## config.mk

```make
export PLATFORM = sky130hd
export DESIGN_NAME = srti_cell
export DESIGN_NICKNAME = d
export VERILOG_FILES = /design/src/rtl/srti_pkg.sv /design/src/rtl/srti_cell.sv
export SDC_FILE = /design/constraint.sdc
export NUM_CORES = 1
export LEC_CHECK = 0
export BUFFER_PORTS_ARGS = -buffer_cell sky130_fd_sc_hd__buf_2
export CAP_MARGIN = 0
export CELL_PAD_IN_SITES_DETAIL_PLACEMENT = 1
export CELL_PAD_IN_SITES_GLOBAL_PLACEMENT = 2
export CORE_AREA = 2 2 119 237
export CTS_BUF_LIST = sky130_fd_sc_hd__clkbuf_4 sky130_fd_sc_hd__clkbuf_8
export DETAILED_ROUTE_END_ITERATION = 8
export DIE_AREA = 0 0 121 239
export MAX_ROUTING_LAYER = met4
export PLACE_DENSITY_LB_ADDON = 0.15
export SYNTH_ARGS = -nofsm -noshare
export SYNTH_HDL_FRONTEND = slang
export SYNTH_SLANG_ARGS = --single-unit
```

## constraint.sdc

```tcl
create_clock -name clk_i -period 17.6 [get_ports clk_i]
set_input_delay 2.64 -clock clk_i [delete_from_list [all_inputs] [get_ports clk_i]]
set_output_delay 2.64 -clock clk_i [all_outputs]
set_load 0.02 [all_outputs]
```

## src/rtl/srti_pkg.sv

```systemverilog
// Shared types and constants for the sorted region table.
package srti_pkg;

  localparam int unsigned TABLE_DEPTH = 32;
  localparam int unsigned ADDR_W      = 64;
  localparam int unsigned CNT_W       = $clog2(TABLE_DEPTH + 1);
  localparam int unsigned SLOT_W      = 6;
  localparam int unsigned STATUS_W    = 2;

  typedef enum logic [STATUS_W-1:0] {
    ST_INSERTED  = 2'd0,
    ST_DUPLICATE = 2'd1,
    ST_FULL      = 2'd2
  } status_e;

  typedef struct packed {
    logic [ADDR_W-1:0] start;
    logic [ADDR_W-1:0] length;
  } region_t;

  typedef struct packed {
    logic shift;
    logic occupied;
  } cell_ctrl_t;

  typedef struct packed {
    logic less;
    logic eq;
  } cell_flags_t;

endpackage

```

## src/rtl/srti_cell.sv

```systemverilog
// One table cell: holds a region key, compares it and shifts on insert.
module srti_cell
  import srti_pkg::*;
(
  input  logic        clk_i,
  input  region_t     key_i,
  input  region_t     prev_key_i,
  input  logic        prev_less_i,
  input  cell_ctrl_t  ctrl_i,
  output region_t     key_o,
  output cell_flags_t flags_o
);

  region_t key_q, key_d;
  logic    less_w;

  assign less_w = (key_q.start < key_i.start) ||
                  ((key_q.start == key_i.start) && (key_q.length < key_i.length));

  assign flags_o.less = ctrl_i.occupied && less_w;
  assign flags_o.eq   = ctrl_i.occupied && (key_q == key_i);

  // Keep when smaller; take the new key at the boundary, else take the neighbor.
  always_comb begin
    key_d = key_q;
    if (ctrl_i.shift && !flags_o.less) begin
      key_d = prev_less_i ? key_i : prev_key_i;
    end
  end

  always_ff @(posedge clk_i) begin
    key_q <= key_d;
  end

  assign key_o = key_q;

endmodule

```

Yosys cells after proc, flatten, opt, wreduce, memory -nomap -nowiden
Cells that the tools add are included.
Widths: inputs -> output; s select.
{ "totals": {"register_bits": 128, "input_bits": 260, "out_inout_bits": 130, "elab_cells": 13} }
{ "op_classes": {"order_cmp": 2, "n_eq_ne": 2, "n_mux": 1, "n_reduce_logical": 6} }
{ "op_table": {"columns": ["cell", "count"], "rows": [
  ["$eq 128x128->1", 1],
  ["$lt 64x64->1", 2],
  ["$mux 128", 1],
  ["$eq 64x64->1", 1],
  ["$logic_and 1x1->1", 4],
  ["$logic_not 1->1", 1],
  ["$logic_or 1x1->1", 1]
]} }

Depth between registers and ports, before layout
Gate-level depths: netlist of the first run.
{ "depth": {"depth_word": 6, "ltp_mapped": 9, "ltp_nobuf": 9} }

Worst setup path before layout of the first run
Ideal clock, no wire load.
{ "synth_timing": {"path_type": "input-to-reg", "from": "in key_i[61] in the netlist's numbering", "to": "reg key_q, in the netlist key_o[0], enable pin", "setup_ns": 0.503, "arrival_ns": 7.057, "t_required_ns": 17.097, "slack_ns": 10.039, "path_stages": 8, "path_buffers": 0, "cell_sequence": "inv_1 ha_1 nand4_1 or4_4 nor4_2 nor4b_2 o2111ai_1 and3_1"} }
{ "synth_via": {"elab_chain_cells": 6} }
{ "synth_lines": {"columns": ["item", "line_no", "rtl"], "rows": [
  ["from (decl)", "srti_cell.sv:6", "input region_t key_i,"],
  ["$lt 64x64->1", "srti_cell.sv:18", "((key_q.start == key_i.start) && (key_q.length < key_i.length));"],
  ["$logic_and 1x1->1", "srti_cell.sv:18", null],
  ["$logic_or 1x1->1", "srti_cell.sv:17", "assign less_w = (key_q.start < key_i.start) ||"],
  ["$logic_and 1x1->1", "srti_cell.sv:20", "assign flags_o.less = ctrl_i.occupied && less_w;"],
  ["$logic_not 1->1", "srti_cell.sv:26", "if (ctrl_i.shift && !flags_o.less) begin"],
  ["$logic_and 1x1->1", "srti_cell.sv:26", null],
  ["to (signal assigned)", "srti_cell.sv:32", "key_q <= key_d;"],
  ["to (decl)", "srti_cell.sv:14", "region_t key_q, key_d;"]
]} }
No other way between the ends.
A chain may end at the register's enable or synchronous reset.

==> reports/metrics.csv, run 1 <==
stage;metric;value;unit
worst_setup_path;cell family with most CP delay;simple AND/OR/NAND/NOR gates;
sta;Slew @ Worst Pin;1.00;ns
grt;vias in the first global route;7519;
logic_synthesis;area share of the largest cell type after synthesis;0.448;
logic_synthesis;Compound-Gate Fraction of Synth Area;0.0721;
detailed_routing;Wirelength per Cell;17.5;um
detailed_routing;DRT met1 WL;10600;um
detailed_routing;Routed WL;26200;um
worst_setup_path;Worst Setup End Kind;primary output;
detailed_routing;via density per instance;4.68;
detailed_routing;antenna-violating nets left;0;
logic_synthesis;Yosys top cell by area;edfxtp_1;
worst_setup_path;CP arrival;4.80;ns
placement;GP Congestion;0.783;
finish;Final Instance Count excl. Fillers;1502;
detailed_routing;Top Layer Used;met4;
logic_synthesis;number of synthesized flops with an enable pin;128;
logic_synthesis;top_reg_cell synth;edfxtp_1;
logic_synthesis;Seq/Total Area, Yosys;0.448;
floorplan;die footprint;28900;sq um
logic_synthesis;commonest cells in the netlist;inv_1, edfxtp_1, ha_1, mux2_2, a21oi_1;
grt;maximum number of pins on one net before global-route repair;88;
worst_setup_path;CP Buf/Inv Count;3;
grt;Overflow after GRT;0;
clock_network;CTS Hold Buffers Added;0;
logic_synthesis;Mapped Cells;732;
floorplan;Core ar.;27200;sq um
sta;Final setup viols;0;
grt;global-route wire length before repair;39600;um
detailed_routing;Remaining DRCs;0;
pwr;Power Total;823;uW
detailed_routing;initial drt markers;204;
logic_synthesis;Syn Nets;1120;
logic_synthesis;Post-synth ARST share;0;
placement;Placed Cells;1461;
logic_synthesis;mapped cell area;8580;sq um
logic_synthesis;Synth Register Bits;128;
logic_synthesis;Syn Area/Cell;11.7;sq um
worst_setup_path;worst-path maximum fanout;3;
finish;layout cells sized above 1;0.486;
clock_network;total CTS buffers;17;
clock_network;CTS max path bufs;2;
grt;Tot GR Track Use;0.185;
floorplan;die height;239;um
sta;fmax;134;MHz
detailed_routing;drt first pass iters;4;
sta;Final WS setup;10.16;ns
pwr;Peak VDD IR;44.5;uV
worst_setup_path;CP Cell Sequence;buf_2 -> inv_1 -> ha_1 -> nand4_1 -> and4bb_1 -> nand3_1 -> nand3b_4 -> nor4b_2 -> o2111ai_1 -> nand2_1 -> buf_2;
placement;post-DP HPWL;21600;um
worst_setup_path;CP max-delay cell;and4bb_1;
worst_setup_path;Worst EP required;14.96;ns
logic_synthesis;mux contribution to synthesized area;0.168;
placement;dpl ws;10.09;ns
logic_synthesis;simple-gate share of the synthesized area;0.0614;
sta;clk_skew;0.00800;ns
worst_setup_path;most used cell, CP;buf_2;
run_status;status;complete, no violations;
run;# Max-Cap Violations;0;
sta;RSZ-0062 raised after global routing;no;
clock_network;Worst-Skew Late Latency;0.47;ns
clock_network;H-Tree Level Count;4;
sta;crit path time final;7.44;ns
worst_setup_path;Crit Path Class;in -> out;
sta;total negative slack;0;ns
clock_network;clock sink total;128;
logic_synthesis;Post-Synth Adder-Cell Area;0.187;
sta;max-slew violations;0;
detailed_routing;via count;7026;
logic_synthesis;xor-xnor portion of the synthesized cell area;0;
sta;Hold Fails Final Rpt;0;
logic_synthesis;cell with the most instances after synthesis;inv_1;
floorplan;initial core utilization;0.315;
clock_network;Reg clk slew, reported paths;0.08;ns
finish;Area Growth Syn to Fin;31.7;%
worst_setup_path;CP max stage delay;0.40;ns
finish;Final nets;1516;
placement;IO buf count;389;
pwr;leakage;0.00556;uW
clock_network;Post-CTS Repair Setup Buffers;0;
logic_synthesis;Yosys cell types;35;
grt;initial antenna violation count;9;
floorplan;Die X;121;um
sta;Rel. slew slack;0.333;
logic_synthesis;Area contributors post-synth;edfxtp_1, ha_1, mux2_2;
finish;max reg flops;128;
clock_network;post-CTS resize count;0;
detailed_routing;WL met3;2180;um
pwr;PD cells;72.7;nW/um^2
floorplan;Row Count;86;
clock_network;Root Buffer;clkbuf_8;
clock_network;CTS tree;built;
floorplan;I/O Pins;390;
logic_synthesis;largest family of logic cells by synthesized area;adder cells;
sta;fin crit share;0.423;
finish;final core utilization;0.415;
logic_synthesis;warnings from Yosys;0;
worst_hold_path;Worst Hold Class;reg -> reg;
worst_setup_path;CP startpoint kind;input port;
detailed_routing;WL met2;12900;um
cells by family (layout without fill, tap and decap cells):
kind of cell | after synthesis | count (layout)
flip-flops | 128 | 128
multiplexers | 128 | 128
AND/OR/NAND/NOR | 99 | 99
adder cells (fa/ha/maj) | 128 | 128
other | 0 | 9
AO/OA/AOI/OAI | 102 | 102
buffers and inverters | 147 | 556
through the flow:
stage	hold WS [ns]	instance area [sq um]
after floorplan	2.86	8580
after global placement	1.68	10900
after detailed placement	1.73	10900
after CTS	1.73	11300
after global routing	1.81	11300
final	1.71	11300
cell type report:
type,instances,area (sq um)
fill,3156,15900
multi-input combinational,457,4190
sequential,128,3840
timing repair buffer,391,1970
inverter,133,499
tap,352,440
clock buffer,22,272
clock inverter,10,70.1
antenna,9,22.5
routing by layer:
layer  vias up  GRT usage
met5         -          -
met4         0     0.0669
met3        25     0.0630
met2       265      0.302
met1      3255      0.209
li1       3481          -
path summary, 6_finish.rpt:
kind / startpoint / to / slack, ns / cells after the start
worst min register to register: key_o[62]$_DFFE_PP_ / key_o[62]$_DFFE_PP_ / 1.71 / 6
worst min-delay path: key_o[62]$_DFFE_PP_ / key_o[62]$_DFFE_PP_ / 1.71 / 6
worst max-delay path: key_i[126] / flags_o[1] / 10.16 / 11
worst max register to register: key_o[46]$_DFFE_PP_ / key_o[102]$_DFFE_PP_ / 13.33 / 9
power by group:
group	switching (uW)	internal, uW	total (uW)
sequential	12.6	367	380
clock	123	116	239
combinational	115	89.3	204
total	250	572	823
placed cells by master (no fill, tap or decap), drive strengths merged, types with 2 or more instances in the layout:
cell type / Yosys / layout
nor2: 12 / 12
nor4: 6 / 6
nor3: 5 / 5
edfxtp: 128 / 128
nand3: 11 / 11
o2111ai: 3 / 3
mux2: 128 / 128
clkinv: 0 / 9
nand4: 22 / 22
inv: 133 / 133
and4: 2 / 2
clkbuf: 14 / 22
a211oi: 4 / 4
o211ai: 3 / 3
a21oi: 49 / 49
buf: 0 / 391
nand2: 35 / 35
a221oi: 5 / 5
a21o: 14 / 14
ha: 128 / 128
o21ai: 16 / 16
diode: 0 / 9
worst min-delay path: stages, from the launching register on:
cell,delay [ns]
edfxtp_1,0.37
ha_1,0.25
nand4_1,0.11
a21oi_1,0.05
nand2_1,0.07
o2111ai_1,0.12
and3_4,0.45
Power figures use the tool's default switching activity.
==> inputs of run 2 (changes only) <==
--- a/config.mk
+++ b/config.mk
@@ -9,10 +9,10 @@
 export CAP_MARGIN = 0
 export CELL_PAD_IN_SITES_DETAIL_PLACEMENT = 1
 export CELL_PAD_IN_SITES_GLOBAL_PLACEMENT = 2
-export CORE_AREA = 2 2 119 237
+export CORE_AREA = 2 2 130 258
 export CTS_BUF_LIST = sky130_fd_sc_hd__clkbuf_4 sky130_fd_sc_hd__clkbuf_8
 export DETAILED_ROUTE_END_ITERATION = 8
-export DIE_AREA = 0 0 121 239
+export DIE_AREA = 0 0 132 260
 export MAX_ROUTING_LAYER = met4
 export PLACE_DENSITY_LB_ADDON = 0.15
 export SYNTH_ARGS = -nofsm -noshare
==> constraint.sdc (replaced) <==
create_clock -name clk_i -period 6.6 [get_ports clk_i]
set_input_delay 0.99 -clock clk_i [delete_from_list [all_inputs] [get_ports clk_i]]
set_output_delay 0.99 -clock clk_i [all_outputs]
set_load 0.02 [all_outputs]
==> run 2 against run 1 <==
  * Final area is 1.4% higher
  * Via count is 2.1% higher
  * Critical path depth stayed put
  * Routed wire length is 19% higher
  * First-iteration DRC count is 25% higher
  * Combinational power grew to 2.7 times the previous value
  * Sequential share of layout area is 0.49 points lower
  * Cell count is 4.8% higher
  * Worst hold slack worse by 0.90 ns
  * Die area is 19% higher
  * Sequential power grew to 2.7 times the previous value
  * Non-clock buffer count is 1 higher
  * Critical path type unchanged
  * Largest power group unchanged
==> reports/metrics.csv, run 2 (synthesis gave the netlist of run 1 again) <==
stage;metric;value;unit;change
worst_setup_path;Crit path depth;11;;unchanged
worst_setup_path;reg-to-reg slack, setup;2.40;ns;-10.93 ns
sta;fmax;224;MHz;
clock_network;CTS Hold Buffers Added;0;;unchanged
finish;final core utilization;0.356;;-0.0595
placement;GP Congestion;0.780;;-0.43%
detailed_routing;drt first pass iters;4;;unchanged
pwr;Peak VDD IR;179;uV;+300%
sta;RSZ-0062 raised after global routing;no;;
pwr;Reg power frac;0.439;;-0.022
grt;met3 GRT Util;0.0437;;-0.0193
grt;global-route wire length before repair;46100;um;+16%
detailed_routing;antenna-violating nets left;0;;unchanged
clock_network;clock sink total;128;;unchanged
clock_network;Post-CTS Repair Setup Buffers;0;;unchanged
worst_setup_path;CP Cell Sequence;buf_2 -> inv_1 -> ha_1 -> nand4_1 -> nor4_1 -> nand2_1 -> nor4_2 -> nor4b_2 -> o2111ai_1 -> nand2_1 -> buf_2;;
floorplan;initial core utilization;0.266;;-0.0490
detailed_routing;initial drt markers;255;;+25%
worst_setup_path;Worst Setup End Kind;primary output;;
floorplan;Row Count;93;;+8.1%
grt;M2 GR Usage;0.378;;+0.0761
sta;clk_skew;0.0189;ns;+0.0109 ns
worst_setup_path;worst-path maximum fanout;3;;unchanged
sta;crit path time final;4.46;ns;
detailed_routing;via count;7175;;+2.1%
worst_setup_path;CP startpoint kind;input port;;
worst_setup_path;Worst EP required;5.61;ns;-9.35 ns
placement;placed instance area;11100;sq um;+1.0%
clock_network;CTS max path bufs;2;;unchanged
pwr;Sw Pwr;722;uW;+190%
worst_hold_path;Worst Hold Class;in -> reg;;
sta;Slew @ Worst Pin;0.911;ns;-0.0890 ns
pwr;clock power share;0.320;;+0.029
worst_setup_path;CP Buf/Inv Count;3;;unchanged
finish;final-layout fill cell count;3760;;+19%
sta;Final setup viols;0;;unchanged
worst_hold_path;hold path startpoint;prev_key_i[41];;
finish;most common cell after layout, fill and taps aside;buf_2;;
floorplan;Core ar.;32200;sq um;+18%
clock_network;CTS tree;built;;
finish;Area Growth Syn to Fin;33.7;%;
floorplan;die height;260;um;+8.8%
clock_network;Worst-Skew Late Latency;0.48;ns;about the same
detailed_routing;Wirelength per Cell;19.8;um;+13%
finish;layout cells sized above 1;0.486;;about the same
finish;Final Instance Count excl. Fillers;1574;;+4.8%
run;# Max-Cap Violations;0;;unchanged
sta;Rel. slew slack;0.393;;+0.0593
floorplan;die footprint;34300;sq um;+19%
clock_network;Reg clk slew, reported paths;0.09;ns;about the same
sta;fin crit share;0.676;;
finish;Storage cell area;3840;sq um;unchanged
detailed_routing;via density per instance;4.56;;-2.6%
grt;vias in the first global route;8162;;+8.6%
clock_network;Root Buffer;clkbuf_8;;
placement;post-DP HPWL;25700;um;+19%
clock_network;total CTS buffers;17;;unchanged
worst_setup_path;cell family with most CP delay;simple AND/OR/NAND/NOR gates;;
worst_setup_path;reg2reg start;key_o[46]$_DFFE_PP_;;
worst_hold_path;Worst Hold Path Cells;2;;-4
pwr;leakage;0.00558;uW;+0.29%
finish;max reg flops;128;;unchanged
worst_setup_path;CP max-delay cell;nor4_1;;
worst_hold_path;hold endpoint;key_o[41]$_DFFE_PP_;;
placement;IO buf count;389;;unchanged
worst_setup_path;FF-to-FF path depth;9;;unchanged
grt;Tot GR Track Use;0.186;;+0.00112
worst_setup_path;reg2reg end;key_o[4]$_DFFE_PP_;;
finish;Final Cell Area;11500;sq um;+1.4%
pwr;Sw Share;0.312;;+0.00786
detailed_routing;Routed WL;31100;um;+19%
grt;maximum number of pins on one net before global-route repair;78;;-11%
floorplan;I/O Pins;390;;unchanged
floorplan;Die X;132;um;+9.1%
pwr;Cell Int Power;1590;uW;+180%
detailed_routing;Remaining DRCs;0;;unchanged
grt;most crowded layer after global routing;met2;;
grt;met1 usage;0.161;;-0.0485
placement;Placed Cells;1537;;+5.2%
worst_setup_path;CP max stage delay;0.70;ns;+0.30 ns
worst_setup_path;CP arrival;3.47;ns;-1.33 ns
pwr;Combinational Power Share;0.242;;-0.006
clock_network;post-CTS resize count;0;;unchanged
sta;max-slew violations;0;;unchanged
sta;Final WS setup;2.14;ns;-8.02 ns
finish;most frequent cells in the layout;buf_2, inv_1, mux2_2, ha_1, edfxtp_1;;
finish;Final nets;1517;;+0.066%
pwr;PD cells;201;nW/um^2;+180%
grt;initial antenna violation count;4;;-5
placement;dpl ws;1.58;ns;-8.51 ns
run_status;status;complete, no violations;;
sta;Hold Fails Final Rpt;0;;unchanged
worst_setup_path;Crit Path Class;in -> out;;
clock_network;H-Tree Level Count;4;;unchanged
sta;total negative slack;0;ns;unchanged
grt;Overflow after GRT;0;;unchanged
finish;Multi-input gate area;4190;sq um;unchanged
[run 2: cell count changes in the layout (fill, tap and decap cells not counted), sizes merged]
cell / previous run / this run
bufinv: 1 / 3
diode: 9 / 5
clkinvlp: 0 / 3
clkinv: 9 / 7
inv: 133 / 135
buf: 391 / 392
clkbuf: 22 / 17
[run 2: metrics by stage]
step | power (uW) | hold WS [ns]
after floorplan | 1360 | 1.21
after detailed placement | 1600 | 1.30
after CTS | 2360 | 0.747
final | 2310 | 0.803
after global routing | 2440 | 0.770
after global placement | 1600 | 1.29
[run 2: worst reg2reg max path: stages, from the launching register on]
cell and delay, ns:
edfxtp_1 0.40, ha_1 0.31, nand4_1 0.17, nor4_1 0.70, nand2_1 0.26, nor4_2 0.36, nor4b_2 0.08, o2111ai_1 0.20
and3_4 0.87, buf_4 0.50
[run 2: cell type report]
type,count,area share
tap,427,0.0466
timing repair buffer,392,0.173
clock buffer,17,0.0204
antenna,5,0.00109
clock inverter,15,0.0146
inverter,133,0.0435
multi-input combinational,457,0.366
sequential,128,0.335
[run 2: per-layer routing]
metal  wire length, um  vias to the layer above
met5                 0                        -
met4               715                        0
met3              1660                       33
met2             18700                      247
met1             10000                     3419
li1                  -                     3476
[run 2: power groups by stage]
stage               combinational [uW]  sequential (uW)  clock, uW
finish                             558             1010        739
global route                       624             1020        794
CTS                                573             1020        767
detailed placement                 570             1030          0
global placement                   565             1030          0
floorplan                          250             1110          0
[run 2: worst max path at each step]
stage                from                  end  slack, ns
4_1_cts        key_i[126]           flags_o[1]       2.06
5_1_grt         key_i[46]  key_o[10]$_DFFE_PP_       1.98
3_5_place_dp    key_i[47]  key_o[89]$_DFFE_PP_       1.58
3_3_place_gp    key_i[47]  key_o[88]$_DFFE_PP_       1.58
2_1_floorplan   key_i[61]   key_o[0]$_DFFE_PP_       0.69
6_report        key_i[47]           flags_o[1]       2.14
==> inputs of run 3 (changes only) <==
==> constraint.sdc (replaced) <==
create_clock -name clk_i -period 3.8 [get_ports clk_i]
set_input_delay 0.57 -clock clk_i [delete_from_list [all_inputs] [get_ports clk_i]]
set_output_delay 0.57 -clock clk_i [all_outputs]
set_load 0.02 [all_outputs]
==> run 3 against run 2 <==
  * Critical path depth shrank 2
  * Worst setup slack got worse by 1.9 ns
  * Routed wire length decreased by 2.5%
  * Sequential share of layout area fell by 0.18 points
  * Register-to-register slack lost 1.6 ns
  * Clock power is 56% higher
  * Final area up 0.53%
  * Count of clock-buffer cells in the layout up 3
  * Sequential power grew 74%
  * Critical endpoint unchanged
==> reports/metrics.csv, run 3 (synthesis gave the netlist of run 1 again) <==
stage;metric;value;unit;change
run_status;status;complete, no violations;;
finish;most common cell after layout, fill and taps aside;buf_2;;
finish;most frequent cells in the layout;buf_2, inv_1, mux2_2, ha_1, edfxtp_1;;
sta;total negative slack;0;ns;unchanged
worst_setup_path;Worst EP required;3.23;ns;-2.38 ns
grt;Overflow after GRT;0;;unchanged
sta;RSZ-0062 raised after global routing;no;;
detailed_routing;Remaining DRCs;0;;unchanged
sta;Rel. slew slack;0.536;;+0.143
worst_setup_path;CP max-delay cell;edfxtp_1;;
worst_setup_path;reg2reg end;key_o[121]$_DFFE_PP_;;
worst_setup_path;Crit Path Class;reg -> out;;
floorplan;die height;260;um;unchanged
clock_network;total CTS buffers;17;;unchanged
placement;GP Congestion;0.790;;+1.3%
detailed_routing;via density per instance;4.53;;-0.71%
sta;Slew @ Worst Pin;0.696;ns;-0.215 ns
worst_setup_path;CP Buf/Inv Count;1;;-2
floorplan;Die X;132;um;unchanged
finish;layout cells sized above 1;0.494;;+0.00836
grt;Tot GR Track Use;0.183;;-0.00263
worst_setup_path;Crit path depth;9;;-2
floorplan;Row Count;93;;unchanged
run;# Max-Cap Violations;0;;unchanged
grt;global-route wire length before repair;45700;um;-0.84%
clock_network;Worst-Skew Late Latency;0.49;ns;about the same
worst_setup_path;CP max stage delay;0.42;ns;-0.28 ns
floorplan;die footprint;34300;sq um;unchanged
finish;Area Growth Syn to Fin;34.4;%;
floorplan;I/O Pins;390;;unchanged
placement;dpl ws;0.234;ns;-1.35 ns
grt;initial antenna violation count;5;;+1
worst_setup_path;CP arrival;2.97;ns;-0.50 ns
detailed_routing;via count;7165;;-0.14%
sta;fmax;283;MHz;
sta;clk_skew;0.0142;ns;-0.00471 ns
sta;Final setup viols;0;;unchanged
placement;post-DP HPWL;25300;um;-1.7%
clock_network;CTS max path bufs;2;;unchanged
clock_network;CTS Hold Buffers Added;0;;unchanged
floorplan;Core ar.;32200;sq um;unchanged
worst_setup_path;Setup crit end;flags_o[1];;
clock_network;Reg clk slew, reported paths;0.09;ns;about the same
placement;IO buf count;389;;unchanged
worst_setup_path;crit path launch;key_o[121]$_DFFE_PP_;;
pwr;leakage;0.00562;uW;+0.74%
grt;vias in the first global route;8106;;-0.69%
worst_setup_path;CP startpoint kind;flop;;
sta;fin crit share;0.931;;
detailed_routing;drt first pass iters;4;;unchanged
worst_setup_path;reg2reg start;key_o[121]$_DFFE_PP_;;
floorplan;initial core utilization;0.266;;unchanged
sta;Final WS setup;0.264;ns;-1.87 ns
finish;Final nets;1526;;+0.59%
detailed_routing;initial drt markers;189;;-26%
worst_setup_path;Worst Setup End Kind;primary output;;
worst_setup_path;CP Cell Sequence;ha_1 -> nand4_1 -> and4bb_2 -> nand3_1 -> nand3b_4 -> nor4b_2 -> o2111ai_2 -> nand2_1 -> buf_2;;
worst_setup_path;worst-path maximum fanout;3;;unchanged
worst_setup_path;FF-to-FF path depth;9;;unchanged
sta;Hold Fails Final Rpt;0;;unchanged
clock_network;clock sink total;128;;unchanged
clock_network;H-Tree Level Count;4;;unchanged
worst_setup_path;reg-to-reg slack, setup;0.82;ns;-1.58 ns
clock_network;CTS tree;built;;
grt;maximum number of pins on one net before global-route repair;66;;-15%
detailed_routing;Wirelength per Cell;19.2;um;-3.0%
finish;max reg flops;128;;unchanged
pwr;PD cells;337;nW/um^2;+67%
worst_hold_path;Worst Hold Class;in -> reg;;
pwr;Peak VDD IR;237;uV;+32%
clock_network;Root Buffer;clkbuf_8;;
detailed_routing;Routed WL;30300;um;-2.5%
worst_setup_path;cell family with most CP delay;simple AND/OR/NAND/NOR gates;;
detailed_routing;antenna-violating nets left;0;;unchanged
sta;max-slew violations;0;;unchanged
sta;crit path time final;3.54;ns;
[run 3: how the worst min path moves through the flow]
stage,from,end,slack (ns),cells past startpoint
after floorplan,prev_key_i[0],key_o[0]$_DFFE_PP_,0.79,1
after global placement,prev_key_i[71],key_o[71]$_DFFE_PP_,0.87,2
after detailed placement,prev_key_i[18],key_o[18]$_DFFE_PP_,0.88,2
after CTS,prev_key_i[84],key_o[84]$_DFFE_PP_,0.34,2
after global routing,prev_key_i[104],key_o[104]$_DFFE_PP_,0.34,2
final,prev_key_i[84],key_o[84]$_DFFE_PP_,0.38,2
[run 3: repair_timing]
action / in CTS / in global routing
gates cloned: 0 / 0
pin swaps: 2 / 1
buffers inserted: 1 / 1
gates resized for setup: 1 / 1
setup endpoints to repair: 1 / 1
[run 3: report_power, final]
| part | switching (uW) | internal (uW) |
|---|---|---|
| Combinational | 548 | 432 |
| Sequential | 61.4 | 1700 |
| Clock | 618 | 528 |
[run 3: area by class of cell]
class,instances,area [sq um]
fill,3748,20700
multi-input combinational,457,4200
sequential,128,3840
timing repair buffer,401,2090
tap,427,534
inverter,133,499
clock buffer,20,256
clock inverter,12,95.1
antenna,5,12.5
[run 3: stage by stage]
step | hold slack [ns] | util | power [uW] | area (sq um) | cells
detailed placement | 0.875 | 0.346 | 2800 | 11100 | 1544
finish | 0.378 | 0.358 | 3880 | 11500 | 1583
CTS | 0.336 | 0.357 | 3970 | 11500 | 1577
floorplan | 0.790 | - | 2350 | 8590 | 732
global route | 0.343 | 0.358 | 4110 | 11500 | 1583
global placement | 0.871 | 0.346 | 2790 | 11100 | 1544
[run 3: worst register-to-register path, stage by stage (launching register included)]
cell and delay (ns):
edfxtp_1 0.42, ha_1 0.32, nand4_1 0.20, and4bb_2 0.42, nand3_1 0.11, nand3b_4 0.21
nor4b_2 0.33, o2111ai_2 0.20, and3_4 0.26, buf_12 0.21
[run 3: layer usage]
layer	wire [um]	track usage
met1	9470	0.158
met4	629	0.0679
met2	18700	0.372
met5	0	-
met3	1560	0.0460
